[src/rtl/srep_pkg.sv]
`timescale 1ns / 1ps
`default_nettype none
// ----------------------------------------------------------------------------
// Stream pattern replace package
// Shared types, register indexes, reset values and a byte helper.
// ----------------------------------------------------------------------------
package srep_pkg;

	localparam int MAX_PATTERN_DEF     = 8;
	localparam int MAX_REPLACEMENT_DEF = 8;
	localparam int QUEUE_DEPTH_DEF     = 2;

	localparam int CFG_INDEX_W = 3;
	localparam int CFG_DATA_W  = 64;
	localparam int WORD_BYTES  = CFG_DATA_W / 8;
	localparam int LENGTH_W    = 4;
	localparam int COUNT_W     = 16;

	typedef enum logic [CFG_INDEX_W-1:0] {
		REG_PATTERN_BYTES,
		REG_PATTERN_LENGTH,
		REG_REPLACEMENT_BYTES,
		REG_REPLACEMENT_LENGTH,
		REG_REPLACE_EVERY,
		REG_OUTPUT_LIMIT
	} cfg_reg_t;

	localparam logic [CFG_DATA_W-1:0] PATTERN_BYTES_RST      = '0;
	localparam logic [LENGTH_W-1:0]   PATTERN_LENGTH_RST     = 4'd1;
	localparam logic [CFG_DATA_W-1:0] REPLACEMENT_BYTES_RST  = '0;
	localparam logic [LENGTH_W-1:0]   REPLACEMENT_LENGTH_RST = 4'd0;
	localparam logic                  REPLACE_EVERY_RST      = 1'b1;
	localparam logic [COUNT_W-1:0]    OUTPUT_LIMIT_RST       = 16'hFFFF;

	typedef struct packed {
		logic [7:0] text_byte;
		logic       end_of_text;
	} in_item_t;

	typedef struct packed {
		logic [7:0]         out_byte;
		logic               byte_present;
		logic               end_of_result;
		logic [COUNT_W-1:0] result_length;
	} out_item_t;

	// Byte k of a configuration word; bytes past the word read as zero.
	function automatic logic [7:0] byte_of(input logic [CFG_DATA_W-1:0] word,
			input int unsigned k);
		logic [7:0] b;
		b = 8'd0;
		if (k < WORD_BYTES) begin
			b = word[8*k +: 8];
		end
		return b;
	endfunction

endpackage
`default_nettype wire

[src/rtl/srep_queue.sv]
`timescale 1ns / 1ps
`default_nettype none
// ----------------------------------------------------------------------------
// Command queue
// Small register FIFO between the classifying front and the emitting back.
// ----------------------------------------------------------------------------
module srep_queue import srep_pkg::*; #(
	parameter int WIDTH = 8,
	parameter int DEPTH = QUEUE_DEPTH_DEF
) (
	input  wire logic             clk,
	input  wire logic             arst_n,
	input  wire logic             push,
	input  wire logic [WIDTH-1:0] push_data,
	input  wire logic             pop,
	output logic [WIDTH-1:0]      head_data,
	output logic                  full,
	output logic                  empty
);

	localparam int AW = (DEPTH > 1) ? $clog2(DEPTH) : 1;
	localparam int NW = $clog2(DEPTH + 1);

	logic [WIDTH-1:0] slot_q [DEPTH];
	logic [AW-1:0]    wr_ptr_q;
	logic [AW-1:0]    rd_ptr_q;
	logic [NW-1:0]    count_q;

	function automatic logic [AW-1:0] next_ptr(input logic [AW-1:0] p);
		logic [AW-1:0] n;
		n = (p == AW'(DEPTH - 1)) ? '0 : p + AW'(1);
		return n;
	endfunction

	assign full      = (count_q == NW'(DEPTH));
	assign empty     = (count_q == '0);
	assign head_data = slot_q[rd_ptr_q];

	always_ff @(posedge clk) begin
		if (push) begin
			slot_q[wr_ptr_q] <= push_data;
		end
	end

	always_ff @(posedge clk or negedge arst_n) begin
		if (!arst_n) begin
			wr_ptr_q <= '0;
			rd_ptr_q <= '0;
			count_q  <= '0;
		end else begin
			if (push) begin
				wr_ptr_q <= next_ptr(wr_ptr_q);
			end
			if (pop) begin
				rd_ptr_q <= next_ptr(rd_ptr_q);
			end
			case ({push, pop})
				2'b10: count_q <= count_q + NW'(1);
				2'b01: count_q <= count_q - NW'(1);
				default: count_q <= count_q;
			endcase
		end
	end

endmodule
`default_nettype wire

[src/rtl/srep_front.sv]
`timescale 1ns / 1ps
`default_nettype none
// ----------------------------------------------------------------------------
// Match front
// Holds the pending window, compares it with the pattern and queues an
// emit command for each text byte that releases bytes or ends the text.
// ----------------------------------------------------------------------------
module srep_front import srep_pkg::*; #(
	parameter int MAX_PATTERN     = MAX_PATTERN_DEF,
	parameter int MAX_REPLACEMENT = MAX_REPLACEMENT_DEF,
	localparam int CMAX = (MAX_PATTERN > MAX_REPLACEMENT) ? MAX_PATTERN : MAX_REPLACEMENT,
	localparam int CW   = $clog2(CMAX + 1)
) (
	input  wire logic                   clk,
	input  wire logic                   arst_n,
	input  wire logic                   cfg_we,
	input  wire logic [CFG_INDEX_W-1:0] cfg_index,
	input  wire logic [CFG_DATA_W-1:0]  cfg_data,
	input  wire logic                   text_valid,
	output logic                        text_stall,
	input  wire in_item_t               text,
	output logic                        cmd_push,
	output logic [CMAX-1:0][7:0]        cmd_bytes,
	output logic [CW-1:0]               cmd_count,
	output logic                        cmd_last,
	input  wire logic                   queue_full
);

	localparam int PW  = $clog2(MAX_PATTERN + 1);
	localparam int RW  = $clog2(MAX_REPLACEMENT + 1);
	localparam int PLW = (PW > LENGTH_W) ? PW : LENGTH_W;
	localparam int RLW = (RW > LENGTH_W) ? RW : LENGTH_W;

	logic [CFG_DATA_W-1:0] pattern_bytes_q;
	logic [LENGTH_W-1:0]   pattern_length_q;
	logic [CFG_DATA_W-1:0] replacement_bytes_q;
	logic [LENGTH_W-1:0]   replacement_length_q;
	logic                  replace_every_q;

	logic [MAX_PATTERN-1:0][7:0] window_q;
	logic [PW-1:0]               fill_q;
	logic                        first_done_q;

	logic                        accept;
	logic [PW-1:0]               fill_ins;
	logic [PW-1:0]               fill_after;
	logic [PLW-1:0]              plen_wide;
	logic [PW-1:0]               plen;
	logic [RLW-1:0]              rlen_wide;
	logic [RW-1:0]               rlen;
	logic                        pass_mode;
	logic                        check;
	logic                        all_same;
	logic                        hit;
	logic                        emit_one;
	logic [MAX_PATTERN-1:0][7:0] win_ins;
	logic [MAX_PATTERN-1:0][7:0] win_next;
	logic [PW-1:0]               fill_next;
	logic                        first_done_next;

	assign text_stall = queue_full;

	always_comb begin
		accept = text_valid && !queue_full;

		// Clamp the insert point to the last slot.
		fill_ins   = (fill_q >= PW'(MAX_PATTERN)) ? PW'(MAX_PATTERN - 1) : fill_q;
		fill_after = fill_ins + PW'(1);

		plen_wide = PLW'(pattern_length_q);
		plen      = (plen_wide > PLW'(MAX_PATTERN)) ? PW'(MAX_PATTERN) : PW'(plen_wide);
		rlen_wide = RLW'(replacement_length_q);
		rlen      = (rlen_wide > RLW'(MAX_REPLACEMENT)) ? RW'(MAX_REPLACEMENT) :
			RW'(rlen_wide);

		pass_mode = (plen == '0) || (first_done_q && !replace_every_q);
		check     = !pass_mode && (fill_after >= plen);

		all_same = 1'b1;
		for (int k = 0; k < MAX_PATTERN; k++) begin
			win_ins[k] = (PW'(k) == fill_ins) ? text.text_byte : window_q[k];
			if ((PW'(k) < plen) && (win_ins[k] != byte_of(pattern_bytes_q, k))) begin
				all_same = 1'b0;
			end
		end
		hit      = check && all_same;
		emit_one = pass_mode || (check && !all_same);

		cmd_bytes = '0;
		if (hit) begin
			for (int k = 0; k < MAX_REPLACEMENT; k++) begin
				cmd_bytes[k] = byte_of(replacement_bytes_q, k);
			end
		end else begin
			for (int k = 0; k < MAX_PATTERN; k++) begin
				cmd_bytes[k] = win_ins[k];
			end
		end

		// A match sends the replacement; on the last byte send the whole window.
		if (hit) begin
			cmd_count = CW'(rlen);
		end else if (text.end_of_text) begin
			cmd_count = CW'(fill_after);
		end else if (emit_one) begin
			cmd_count = CW'(1);
		end else begin
			cmd_count = '0;
		end
		cmd_last = text.end_of_text;
		cmd_push = accept && (text.end_of_text || (cmd_count != '0));

		// Advance the window.
		win_next        = win_ins;
		fill_next       = fill_after;
		first_done_next = first_done_q;
		if (emit_one) begin
			for (int k = 0; k < MAX_PATTERN - 1; k++) begin
				win_next[k] = win_ins[k + 1];
			end
			fill_next = fill_after - PW'(1);
		end else if (hit) begin
			fill_next = '0;
			if (!replace_every_q) begin
				first_done_next = 1'b1;
			end
		end
		if (text.end_of_text) begin
			fill_next       = '0;
			first_done_next = 1'b0;
		end
	end

	always_ff @(posedge clk) begin
		if (accept) begin
			window_q <= win_next;
		end
	end

	always_ff @(posedge clk or negedge arst_n) begin
		if (!arst_n) begin
			pattern_bytes_q      <= PATTERN_BYTES_RST;
			pattern_length_q     <= PATTERN_LENGTH_RST;
			replacement_bytes_q  <= REPLACEMENT_BYTES_RST;
			replacement_length_q <= REPLACEMENT_LENGTH_RST;
			replace_every_q      <= REPLACE_EVERY_RST;
			fill_q               <= '0;
			first_done_q         <= 1'b0;
		end else begin
			if (accept) begin
				fill_q       <= fill_next;
				first_done_q <= first_done_next;
			end
			if (cfg_we) begin
				case (cfg_index)
					REG_PATTERN_BYTES: pattern_bytes_q <= cfg_data;
					REG_PATTERN_LENGTH: begin
						pattern_length_q <= cfg_data[LENGTH_W-1:0];
						fill_q           <= '0;
					end
					REG_REPLACEMENT_BYTES: replacement_bytes_q <= cfg_data;
					REG_REPLACEMENT_LENGTH: replacement_length_q <= cfg_data[LENGTH_W-1:0];
					REG_REPLACE_EVERY: replace_every_q <= cfg_data[0];
					default: ;
				endcase
			end
		end
	end

endmodule
`default_nettype wire

[src/rtl/srep_back.sv]
`timescale 1ns / 1ps
`default_nettype none
// ----------------------------------------------------------------------------
// Emit back
// Walks the queued command one byte per cycle while the output is not stalled,
// applies the output limit and closes each text with an end marker.
// ----------------------------------------------------------------------------
module srep_back import srep_pkg::*; #(
	parameter int MAX_PATTERN     = MAX_PATTERN_DEF,
	parameter int MAX_REPLACEMENT = MAX_REPLACEMENT_DEF,
	localparam int CMAX = (MAX_PATTERN > MAX_REPLACEMENT) ? MAX_PATTERN : MAX_REPLACEMENT,
	localparam int CW   = $clog2(CMAX + 1)
) (
	input  wire logic                   clk,
	input  wire logic                   arst_n,
	input  wire logic                   cfg_we,
	input  wire logic [CFG_INDEX_W-1:0] cfg_index,
	input  wire logic [CFG_DATA_W-1:0]  cfg_data,
	input  wire logic [CMAX-1:0][7:0]   head_bytes,
	input  wire logic [CW-1:0]          head_count,
	input  wire logic                   head_last,
	input  wire logic                   queue_empty,
	output logic                        queue_pop,
	output logic                        result_valid,
	input  wire logic                   result_stall,
	output out_item_t                   result
);

	localparam int IW = (CMAX > 1) ? $clog2(CMAX) : 1;

	logic [COUNT_W-1:0] output_limit_q;
	logic [COUNT_W-1:0] kept_q;
	logic [CW-1:0]      idx_q;
	logic               result_valid_q;
	out_item_t          result_q;

	logic load;
	logic step;
	logic byte_due;
	logic room;
	logic last_byte;
	logic take_byte;
	logic send_end;

	always_comb begin
		load      = !result_valid_q || !result_stall;
		step      = load && !queue_empty;
		byte_due  = idx_q < head_count;
		room      = kept_q < output_limit_q;
		last_byte = (idx_q + CW'(1)) == head_count;
		take_byte = step && byte_due && room;
		// Once the limit is hit, drop what is left of the command.
		send_end  = step && !(byte_due && room) && head_last;
		queue_pop = step && (!(byte_due && room) || (last_byte && !head_last));
	end

	assign result_valid = result_valid_q;
	assign result       = result_q;

	always_ff @(posedge clk) begin
		if (take_byte) begin
			result_q.out_byte      <= head_bytes[idx_q[IW-1:0]];
			result_q.byte_present  <= 1'b1;
			result_q.end_of_result <= 1'b0;
			result_q.result_length <= '0;
		end else if (send_end) begin
			result_q.out_byte      <= 8'd0;
			result_q.byte_present  <= 1'b0;
			result_q.end_of_result <= 1'b1;
			result_q.result_length <= kept_q;
		end
	end

	always_ff @(posedge clk or negedge arst_n) begin
		if (!arst_n) begin
			output_limit_q <= OUTPUT_LIMIT_RST;
			kept_q         <= '0;
			idx_q          <= '0;
			result_valid_q <= 1'b0;
		end else begin
			if (load) begin
				result_valid_q <= take_byte || send_end;
			end
			if (take_byte) begin
				kept_q <= kept_q + COUNT_W'(1);
				idx_q  <= (last_byte && !head_last) ? '0 : idx_q + CW'(1);
			end else if (step) begin
				idx_q <= '0;
				if (send_end) begin
					kept_q <= '0;
				end
			end
			if (cfg_we) begin
				case (cfg_index)
					REG_OUTPUT_LIMIT: output_limit_q <= cfg_data[COUNT_W-1:0];
					default: ;
				endcase
			end
		end
	end

endmodule
`default_nettype wire

[src/rtl/stream_pattern_replace_top.sv]
`timescale 1ns / 1ps
`default_nettype none
// Path: the command that a text byte yields is written into the command queue, and the emit
// back then registers its results. Throughput: one text byte per cycle while each byte yields
// at most one result and the queue is not full; a replacement, or the end of a text with its
// flushed bytes and end marker, keeps the emit back busy with each result; the queue absorbs those bursts.
// Reset: clears the window, counters, command queue and output valid at once; registers take
// their reset values. No clearing pass is needed.
// ----------------------------------------------------------------------------
// Stream pattern replace
// Streaming find-and-replace on a byte stream, split into a match front, a
// command queue and an emit back.
// ----------------------------------------------------------------------------
module stream_pattern_replace_top import srep_pkg::*; #(
	parameter int MAX_PATTERN     = MAX_PATTERN_DEF,
	parameter int MAX_REPLACEMENT = MAX_REPLACEMENT_DEF,
	parameter int QUEUE_DEPTH     = QUEUE_DEPTH_DEF
) (
	input  wire logic                   clk,
	input  wire logic                   arst_n,
	input  wire logic                   cfg_we,
	input  wire logic [CFG_INDEX_W-1:0] cfg_index,
	input  wire logic [CFG_DATA_W-1:0]  cfg_data,
	input  wire logic                   text_valid,
	output logic                        text_stall,
	input  wire in_item_t               text,
	output logic                        result_valid,
	input  wire logic                   result_stall,
	output out_item_t                   result
);

	// Widest command: a full window or a full replacement.
	localparam int CMAX = (MAX_PATTERN > MAX_REPLACEMENT) ? MAX_PATTERN : MAX_REPLACEMENT;
	localparam int CW   = $clog2(CMAX + 1);
	localparam int QW   = 1 + CW + 8 * CMAX;

	logic                 cmd_push;
	logic [CMAX-1:0][7:0] cmd_bytes;
	logic [CW-1:0]        cmd_count;
	logic                 cmd_last;
	logic [QW-1:0]        head_data;
	logic [CMAX-1:0][7:0] head_bytes;
	logic [CW-1:0]        head_count;
	logic                 head_last;
	logic                 queue_pop;
	logic                 queue_full;
	logic                 queue_empty;

	// Front: take one text byte per transfer, match it against the pattern and
	// queue the bytes it releases. Stall only when the queue is full.
	srep_front #(
		.MAX_PATTERN     (MAX_PATTERN),
		.MAX_REPLACEMENT (MAX_REPLACEMENT)
	) u_front (
		.clk        (clk),
		.arst_n     (arst_n),
		.cfg_we     (cfg_we),
		.cfg_index  (cfg_index),
		.cfg_data   (cfg_data),
		.text_valid (text_valid),
		.text_stall (text_stall),
		.text       (text),
		.cmd_push   (cmd_push),
		.cmd_bytes  (cmd_bytes),
		.cmd_count  (cmd_count),
		.cmd_last   (cmd_last),
		.queue_full (queue_full)
	);

	// Queue: decouple front and back so a replacement burst or a stalled
	// consumer does not hold the front at once.
	srep_queue #(
		.WIDTH (QW),
		.DEPTH (QUEUE_DEPTH)
	) u_queue (
		.clk       (clk),
		.arst_n    (arst_n),
		.push      (cmd_push),
		.push_data ({cmd_last, cmd_count, cmd_bytes}),
		.pop       (queue_pop),
		.head_data (head_data),
		.full      (queue_full),
		.empty     (queue_empty)
	);

	assign head_bytes = head_data[8*CMAX-1:0];
	assign head_count = head_data[8*CMAX +: CW];
	assign head_last  = head_data[QW-1];

	// Back: emit one result per cycle into the output register while the consumer does not
	// stall, drop bytes past the limit and close each text with the end marker.
	srep_back #(
		.MAX_PATTERN     (MAX_PATTERN),
		.MAX_REPLACEMENT (MAX_REPLACEMENT)
	) u_back (
		.clk          (clk),
		.arst_n       (arst_n),
		.cfg_we       (cfg_we),
		.cfg_index    (cfg_index),
		.cfg_data     (cfg_data),
		.head_bytes   (head_bytes),
		.head_count   (head_count),
		.head_last    (head_last),
		.queue_empty  (queue_empty),
		.queue_pop    (queue_pop),
		.result_valid (result_valid),
		.result_stall (result_stall),
		.result       (result)
	);

endmodule
`default_nettype wire

[config.mk]
export PLATFORM = sky130hd
export DESIGN_NAME = stream_pattern_replace_top
export DESIGN_NICKNAME = d
export VERILOG_FILES = /design/src/rtl/srep_pkg.sv /design/src/rtl/srep_queue.sv /design/src/rtl/srep_front.sv /design/src/rtl/srep_back.sv /design/src/rtl/stream_pattern_replace_top.sv
export SDC_FILE = /design/constraint.sdc
export NUM_CORES = 1
export LEC_CHECK = 0
export BUFFER_PORTS_ARGS = -buffer_cell sky130_fd_sc_hd__buf_2
export CORE_MARGIN = 2
export CORE_UTILIZATION = 55
export DETAILED_ROUTE_END_ITERATION = 8
export PLACE_DENSITY = 0.75
export SYNTH_ARGS = -nofsm -noshare
export SYNTH_HDL_FRONTEND = slang
export SYNTH_SLANG_ARGS = --single-unit
[constraint.sdc]
create_clock -name clk -period 7 [get_ports clk]
set_input_delay 0.7 -clock clk [delete_from_list [all_inputs] [get_ports clk]]
set_output_delay 0.7 -clock clk [all_outputs]
set_load 0.01 [all_outputs]
==> results of run 1 <==
kinds of logic (layout without fill, tap and decap cells):
kind of cell	count (synthesis)	in the layout	share of synthesized area
buffers and inverters	151	265	0.03099
adder cells (fa/ha/maj)	27	27	0.01714
AND/OR/NAND/NOR	456	456	0.1057
multiplexers	214	214	0.1432
flip-flops	411	411	0.5719
XOR/XNOR	95	95	0.04223
AO/OA/AOI/OAI	265	265	0.08884
power groups by stage:
stage / Combinational [W] / Clock [W] / Sequential [W]
floorplan: 0.00227 / 0 / 0.00396
global placement: 0.00303 / 0 / 0.00425
detailed placement: 0.00311 / 0 / 0.00428
CTS: 0.00314 / 0.00231 / 0.00424
global route: 0.00343 / 0.00240 / 0.00432
finish: 0.00317 / 0.00228 / 0.00427
final timing paths:
kind	from	endpoint	slack (ps)	cells after the start
worst max-delay path	u_front.fill_q[1]$_DFF_PN0_	u_queue.slot_q[0][26]$_DFFE_PP_	1770	11
max in group asynchronous	arst_n	u_front.replacement_bytes_q[45]$_DFFE_PN0P_	5570	2
worst max register to register	u_front.fill_q[1]$_DFF_PN0_	u_queue.slot_q[0][26]$_DFFE_PP_	1770	11
worst min register to register	u_back.result[17]$_SDFFE_PP1P_	u_back.result[17]$_SDFFE_PP1P_	450	2
worst min-delay path	arst_n	u_back.kept_q[14]$_DFFE_PN0P_	130	1
min in group clk	cfg_data[50]	u_front.pattern_bytes_q[50]$_DFFE_PN0P_	360	3
metal layers:
| metal | wire [um] | up-vias | share of wire |
|---|---|---|---|
| met5 | 0 | - | 0 |
| met3 | 5243 | 168 | 0.094 |
| met4 | 2522 | 0 | 0.045 |
| met1 | 22310 | 6952 | 0.40 |
| li1 | - | 6110 | - |
| met2 | 25660 | 818 | 0.46 |
worst reg2reg max path: cells and delay by family (launching register included):
kind | cells | cell delay, ps
simple gates | 7 | 2590
compound gates | 3 | 790
buf+inv | 1 | 690
flops | 1 | 670
sequential cells by signal, indices dropped and copies added (netlist names):
signal                        cells
u_back.idx_q                      4
u_back.kept_q                    16
u_back.output_limit_q            16
u_back.result                    26
u_back.result_valid               1
u_front.fill_q                    4
u_front.first_done_q              1
u_front.pattern_bytes_q          64
u_front.pattern_length_q          4
u_front.replace_every_q           1
u_front.replacement_bytes_q      64
u_front.replacement_length_q      4
u_front.window_q                 64
u_queue.count_q                   2
u_queue.rd_ptr_q                  1
u_queue.slot_q                  138
u_queue.wr_ptr_q                  1
synth_stat cells, drive strengths merged (5+ instances only):
cell type    n  area, sq um
and3        10        62.56
clkbuf      62        232.7
o22ai       52        325.3
o221ai       9        78.83
nand2      136        520.5
xor2        51        446.7
nor2       197        739.5
nand3       31        175.2
a31oi       45        281.5
dfstp       18        473.0
ha          27        337.8
mux2       143         1610
or2          5        31.28
nor4        17        127.6
dfxtp       18        360.4
edfxtp     210         6306
a222oi       5        50.05
a21oi       55        275.3
nor2b        6        37.54
mux2i       31        310.3
nand2b       9        56.30
a22o        22        192.7
o21ai       33        165.1
xnor2       44        385.4
buf         28        148.9
nor3        11        55.05
inv         61        229.0
mux4        40        900.9
nand4       12        75.07
a21o        11        83.83
dfrtp      165         4129
through the flow:
stage,hold slack [ps],total power [W],util
6_report,133.1,0.009725,0.6231
2_1_floorplan,404.4,0.006225,-
4_1_cts,143.3,0.009689,0.6231
5_1_grt,189.6,0.01015,0.6231
3_5_place_dp,445.7,0.007391,0.5834
3_3_place_gp,442.8,0.007285,0.5834
layout make-up:
type / instances / area (sq um)
Fill cell: 2716 / 13340
Tap cell: 461 / 576.8
Timing Repair Buffer: 127 / 689.4
Clock inverter: 15 / 177.7
Multi-Input combinational cell: 1057 / 7885
Clock buffer: 62 / 1227
Inverter: 61 / 229.0
Sequential cell: 411 / 11270
==> impl_metrics.py, run 1 <==
metrics = {
    "place": {
        "postPlaceCellArea_sq_um": 20650,
        "detailedPlace.worstSlack_ps": 1934,
        "place_congestion": 0.9905,
        "dp.cells": 2117,
        "hpwl_um": 39940,
        "port_buffers": 108,
    },
    "power": {
        "p_leak_nw": 8.801,
        "combPwrFrac": 0.326,
        "ir_drop_uv": 268.1,
        "internal_power_w": 0.006177,
        "power.clock.fraction": 0.235,
        "powerDensity_nw_per_um2": 440.9,
        "p_switching_w": 0.003548,
        "seqPwrFrac": 0.439,
        "switching_share": 0.3648,
    },
    "final_layout": {
        "final_common_cell": "edfxtp_1",
        "syn2layout_area_growth_pct": 11.93,
        "most-common-layout-cells": "edfxtp_1, nor2_1, dfrtp_1, mux2_2, nand2_1",
        "final_area_sq_um": 22050,
        "nets": 1808,
        "antenna_cells": 0,
        "fin_cells": 2194,
        "drive_gt1_frac": 0.2429,
    },
    "floorplanning": {
        "fp-row-count": 69,
        "die_w_um": 193.3,
        "coreArea_sq_um": 35400,
        "ioPinCount": 109,
        "die_area_sq_um": 37360,
        "die_h_um": 193.3,
        "start_util": 0.5567,
    },
    "worst_setup_path": {
        "crit_slowest_cell": "nor4b_2",
        "crit_buf_inv": 1,
        "crit_chain": "nor4b_2 -> nand3_1 -> nor4_1 -> o221ai_1 -> nor3_1 -> a31oi_1 -> nor4_2 -> nand3_1 -> a21o_2 -> nor2_4 -> buf_4",
        "cp_max_fo": 69,
        "cp_slowest_stage_delay_ps": 1050,
        "crit_type": "reg2reg",
        "required_ps": 7200,
        "crit_path_end_kind": "flip-flop",
        "setup.worst_path.start_class": "flip-flop",
        "critPathTopFamily": "simple AND/OR/NAND/NOR gates",
        "crit_arrival_ps": 5420,
        "path_common_cell": "nand3_1",
    },
    "yosys": {
        "syn_inst": 1619,
        "synth_area_sq_um": 19700,
        "ys_types": 72,
        "ys.flop_type": "edfxtp_1",
        "synth_seq_cells": 411,
        "synth-edff-count": 210,
        "synthArstFlopShare": 0.4453,
        "yosysSeqAreaShare": 0.5719,
        "syn_area_per_cell_sq_um": 12.17,
        "yosysWarnings": 0,
        "syn-num-nets": 1727,
    },
    "global_route": {
        "grt_pass1_vias": 13650,
        "grt_use_total": 0.2984,
        "grt_use_met2": 0.4644,
        "grt_pass1_wl_um": 85140,
        "grt.met3_usage": 0.05073,
        "grt_max_degree": 70,
        "grt_use_met1": 0.4182,
        "antenna_found_initial": 0,
        "top_usage_layer": "met2",
        "grt_overflow_total": 0,
    },
    "cts": {
        "clk_pin_slew_ps": 70,
        "ctsRootBufferMaster": "clkbuf_16",
        "post-cts-setup-buffer-count": 0,
        "post_cts_resized": 0,
        "clk_path_buf_depth": 3,
        "tritoncts": "yes",
        "cts_sinks": 411,
        "clock_latency_ps": 580,
        "postCtsHoldBufs": 0,
        "numCtsBuffers": 42,
        "htree_levels": 2,
    },
    "detailed_routing": {
        "drtIter0Drc": 1875,
        "first_pass_iters": 7,
        "drcViolationCount": 0,
        "routed_wl_um": 55730,
        "via_per_inst": 6.403,
        "detail-route-antenna-nets": 0,
        "num_vias": 14050,
        "wl_per_cell_um": 25.40,
    },
    "sta": {
        "rsz0062_at_grt": "no",
        "worst_slack_ps": 1773,
        "setup_tns_ps": 0,
        "finalCritPeriodShare": 0.7467,
        "skew_ps": 17.31,
        "fmax_mhz": 191.3,
        "final-hold-violation-count": 0,
        "relSlewSlack": 0.1513,
        "finalMaxSlewViolations": 0,
        "period_minus_slack_ps": 5227,
        "setup_violations": 0,
        "worst_pin_slew_ps": 1268,
    },
    "run_status": {
        "status": "complete, no violations",
    },
    "job": {
        "cap_violations": 0,
    },
    "hold_path": {
        "hold_class": "in2async",
    },
}
(Power assumes the default switching activity.)
==> inputs of run 2 (changes only) <==
ABC_AREA = 1   (was unset)
clock period = 5.2 ns   (was 7 ns; I/O delays follow)
==> impl_metrics.py, run 2 <==
metrics = {
    "run_status": {
        "status": "finished with violations",
        "violations": "design-rule violations",
    },
    "yosys": {
        "yosysMostFrequentCell": "nand2_1",
        "synthArstFlopShare": 0.4453,
        "synth_top_area_cell": "edfxtp_1",
        "synth_area_sq_um": 19950,
        "synth_common_cells": "nand2_1, inv_1, o21ai_0, edfxtp_1, dfrtp_1",
        "yosysWarnings": 0,
        "synth-edff-count": 210,
        "syn_area_per_cell_sq_um": 8.813,
        "ys_types": 47,
        "yosysTopAreaCellShare": 0.3161,
        "yosysSeqAreaShare": 0.5648,
        "yosys-top-cells-area": "edfxtp_1, dfrtp_1, nand2_1",
        "syn_inst": 2264,
        "ys.flop_type": "edfxtp_1",
        "synth_seq_cells": 411,
        "syn-num-nets": 2372,
    },
    "global_route": {
        "grt_max_degree": 129,
        "antenna_found_initial": 2,
        "grt_overflow_total": 0,
        "grt_pass1_wl_um": 87810,
        "grt_pass1_vias": 15780,
        "grt_use_total": 0.2996,
    },
    "worst_setup_path": {
        "crit_buf_inv": 4,
        "crit_chain": "inv_2 -> buf_4 -> nand3_2 -> nand2_1 -> nand2_1 -> nand2_1 -> nand2_1 -> nor2_1 -> nand2_1 -> nor2_1 -> nand2_1 -> nor2_1 -> nand3_1 -> nand2_1 -> nand2_2 -> nor2_1 -> nand2_1 -> nand2_1 -> nor2_1 -> nand2_1 -> nand2_1 -> nor2_4 -> buf_12 -> buf_12",
        "setup.worst_path.start_class": "flip-flop",
        "cp_max_fo": 43,
        "critPathTopFamily": "simple AND/OR/NAND/NOR gates",
        "crit_path_end_kind": "flip-flop",
        "required_ps": 5440,
        "crit_slowest_cell": "dfrtp_1",
        "path_common_cell": "nand2_1",
        "cp_slowest_stage_delay_ps": 620,
        "crit_arrival_ps": 5110,
        "crit_type": "reg2reg",
    },
    "floorplanning": {
        "die_w_um": 194.5,
        "fp-row-count": 69,
        "die_h_um": 194.5,
        "start_util": 0.5596,
        "coreArea_sq_um": 35660,
        "ioPinCount": 109,
        "die_area_sq_um": 37810,
    },
    "detailed_routing": {
        "first_pass_iters": 8,
        "drcViolationCount": 6,
        "routed_wl_um": 56770,
        "via_per_inst": 5.897,
        "num_vias": 16720,
        "wl_per_cell_um": 20.02,
        "detail-route-antenna-nets": 0,
        "drtIter0Drc": 1786,
    },
    "power": {
        "switching_share": 0.4245,
        "ir_drop_uv": 417.0,
        "p_switching_w": 0.006644,
        "power.clock.fraction": 0.198,
        "powerDensity_nw_per_um2": 699.9,
        "internal_power_w": 0.009008,
        "seqPwrFrac": 0.366,
        "p_leak_nw": 10.21,
        "combPwrFrac": 0.435,
    },
    "cts": {
        "ctsRootBufferMaster": "clkbuf_16",
        "cts_sinks": 411,
        "clk_pin_slew_ps": 70,
        "tritoncts": "yes",
        "clk_path_buf_depth": 3,
        "clock_latency_ps": 590,
        "numCtsBuffers": 43,
        "htree_levels": 2,
    },
    "final_layout": {
        "final_common_cell": "nand2_1",
        "drive_gt1_frac": 0.1078,
        "largest_reg_flops": 138,
        "nets": 2447,
        "most-common-layout-cells": "nand2_1, inv_1, o21ai_0, edfxtp_1, dfrtp_1",
        "fillerInstances": 2999,
        "top_register": "u_queue.slot_q",
        "syn2layout_area_growth_pct": 12.09,
        "fin_util": 0.6272,
        "fin_cells": 2836,
    },
    "sta": {
        "rsz0062_at_grt": "no",
        "period_minus_slack_ps": 4869,
        "worst_pin_slew_ps": 1192,
        "final-hold-violation-count": 0,
        "skew_ps": 40.52,
        "setup_violations": 0,
        "relSlewSlack": 0.2056,
        "finalMaxSlewViolations": 0,
        "setup_tns_ps": 0,
        "finalCritPeriodShare": 0.9364,
        "fmax_mhz": 205.4,
    },
    "place": {
        "port_buffers": 108,
        "place_congestion": 0.9370,
        "dp.cells": 2748,
        "hpwl_um": 38880,
    },
    "hold_path": {
        "hold_class": "in2reg",
    },
    "job": {
        "cap_violations": 0,
    },
}
-- run 2: logic make-up (layout without fill, tap and decap cells) --
logic type,Yosys count,in the layout,synth area share
AOI/OAI and AO/OA,450,450,0.1284
xor gates and xnor gates,15,15,0.006585
adders and majority gates,27,27,0.01693
buffers and inverters,360,470,0.07149
DFF,411,411,0.5648
muxes,3,3,0.001505
other,0,1,0
and+or+nand+nor,998,998,0.2103
-- run 2: per-stage QoR --
step | total power (W) | hold slack [ps] | area (sq um) | worst slack (ps)
final | 0.01565 | 197.7 | 22360 | 330.7
after global placement | 0.01213 | 427.2 | 20870 | 577.3
after global routing | 0.01659 | 214.9 | 22360 | 34.29
after detailed placement | 0.01236 | 436.1 | 20870 | 404.9
after CTS | 0.01549 | 180.4 | 22300 | 359.1
after floorplan | 0.01024 | 224.4 | 19960 | 341.6
-- run 2: metal layers --
layer / wire length (um) / GRT usage / share of wire
met1: 23060 / 0.4042 / 0.41
met2: 26560 / 0.4825 / 0.47
met3: 5098 / 0.05553 / 0.090
met4: 2059 / 0.1197 / 0.036
met5: 0 / 0 / 0
-- run 2: timing repair --
| action | in CTS | in global routing |
|---|---|---|
| hold buffers | 1 | 0 |
| resized for setup | 0 | 1 |
| setup buffers | 0 | 6 |
| endpoints found under the hold margin | 13 | 0 |
| setup endpoints to repair | 0 | 74 |
-- run 2: power groups by stage --
stage          clock network [W]  registers (W)  logic [W]
3_3_place_gp                   0        0.00573    0.00640
4_1_cts                  0.00314        0.00571    0.00663
3_5_place_dp                   0        0.00576    0.00660
6_report                 0.00311        0.00573    0.00681
2_1_floorplan                  0        0.00563    0.00461
5_1_grt                  0.00327        0.00583    0.00749
-- run 2: layout make-up --
class | instances | area (sq um) | share of cell area
Timing Repair Buffer | 145 | 883.3 | 0.03950
Multi-Input combinational cell | 1493 | 7292 | 0.3261
Sequential cell | 411 | 11270 | 0.5039
Inverter | 245 | 919.6 | 0.04112
Tap cell | 461 | 576.8 | 0.02579
Clock inverter | 18 | 180.2 | 0.008056
Clock buffer | 62 | 1240 | 0.05544
Antenna cell | 1 | 2.502 | 0.0001119
-- run 2: worst paths after layout --
| path | cells after the start | endpoint | from | slack [ps] |
|---|---|---|---|---|
| setup / recovery | 24 | u_queue.slot_q[1][53]$_DFFE_PP_ | u_front.fill_q[2]$_DFF_PN0_ | 330 |
| hold / removal | 3 | u_front.pattern_bytes_q[43]$_DFFE_PN0P_ | cfg_data[43] | 200 |
| setup reg to reg | 24 | u_queue.slot_q[1][53]$_DFFE_PP_ | u_front.fill_q[2]$_DFF_PN0_ | 330 |
| hold reg to reg | 2 | u_back.result[17]$_SDFFE_PP1P_ | u_back.result[17]$_SDFFE_PP1P_ | 450 |
| max in group asynchronous | 3 | u_queue.rd_ptr_q$_DFFE_PN0P_ | arst_n | 3670 |
| min in group asynchronous | 2 | u_front.replacement_bytes_q[59]$_DFFE_PN0P_ | arst_n | 520 |
-- run 2: tightest hold or removal path, stage by stage --
cell and delay (ps):
buf_2 90, inv_1 50, o21ai_0 70
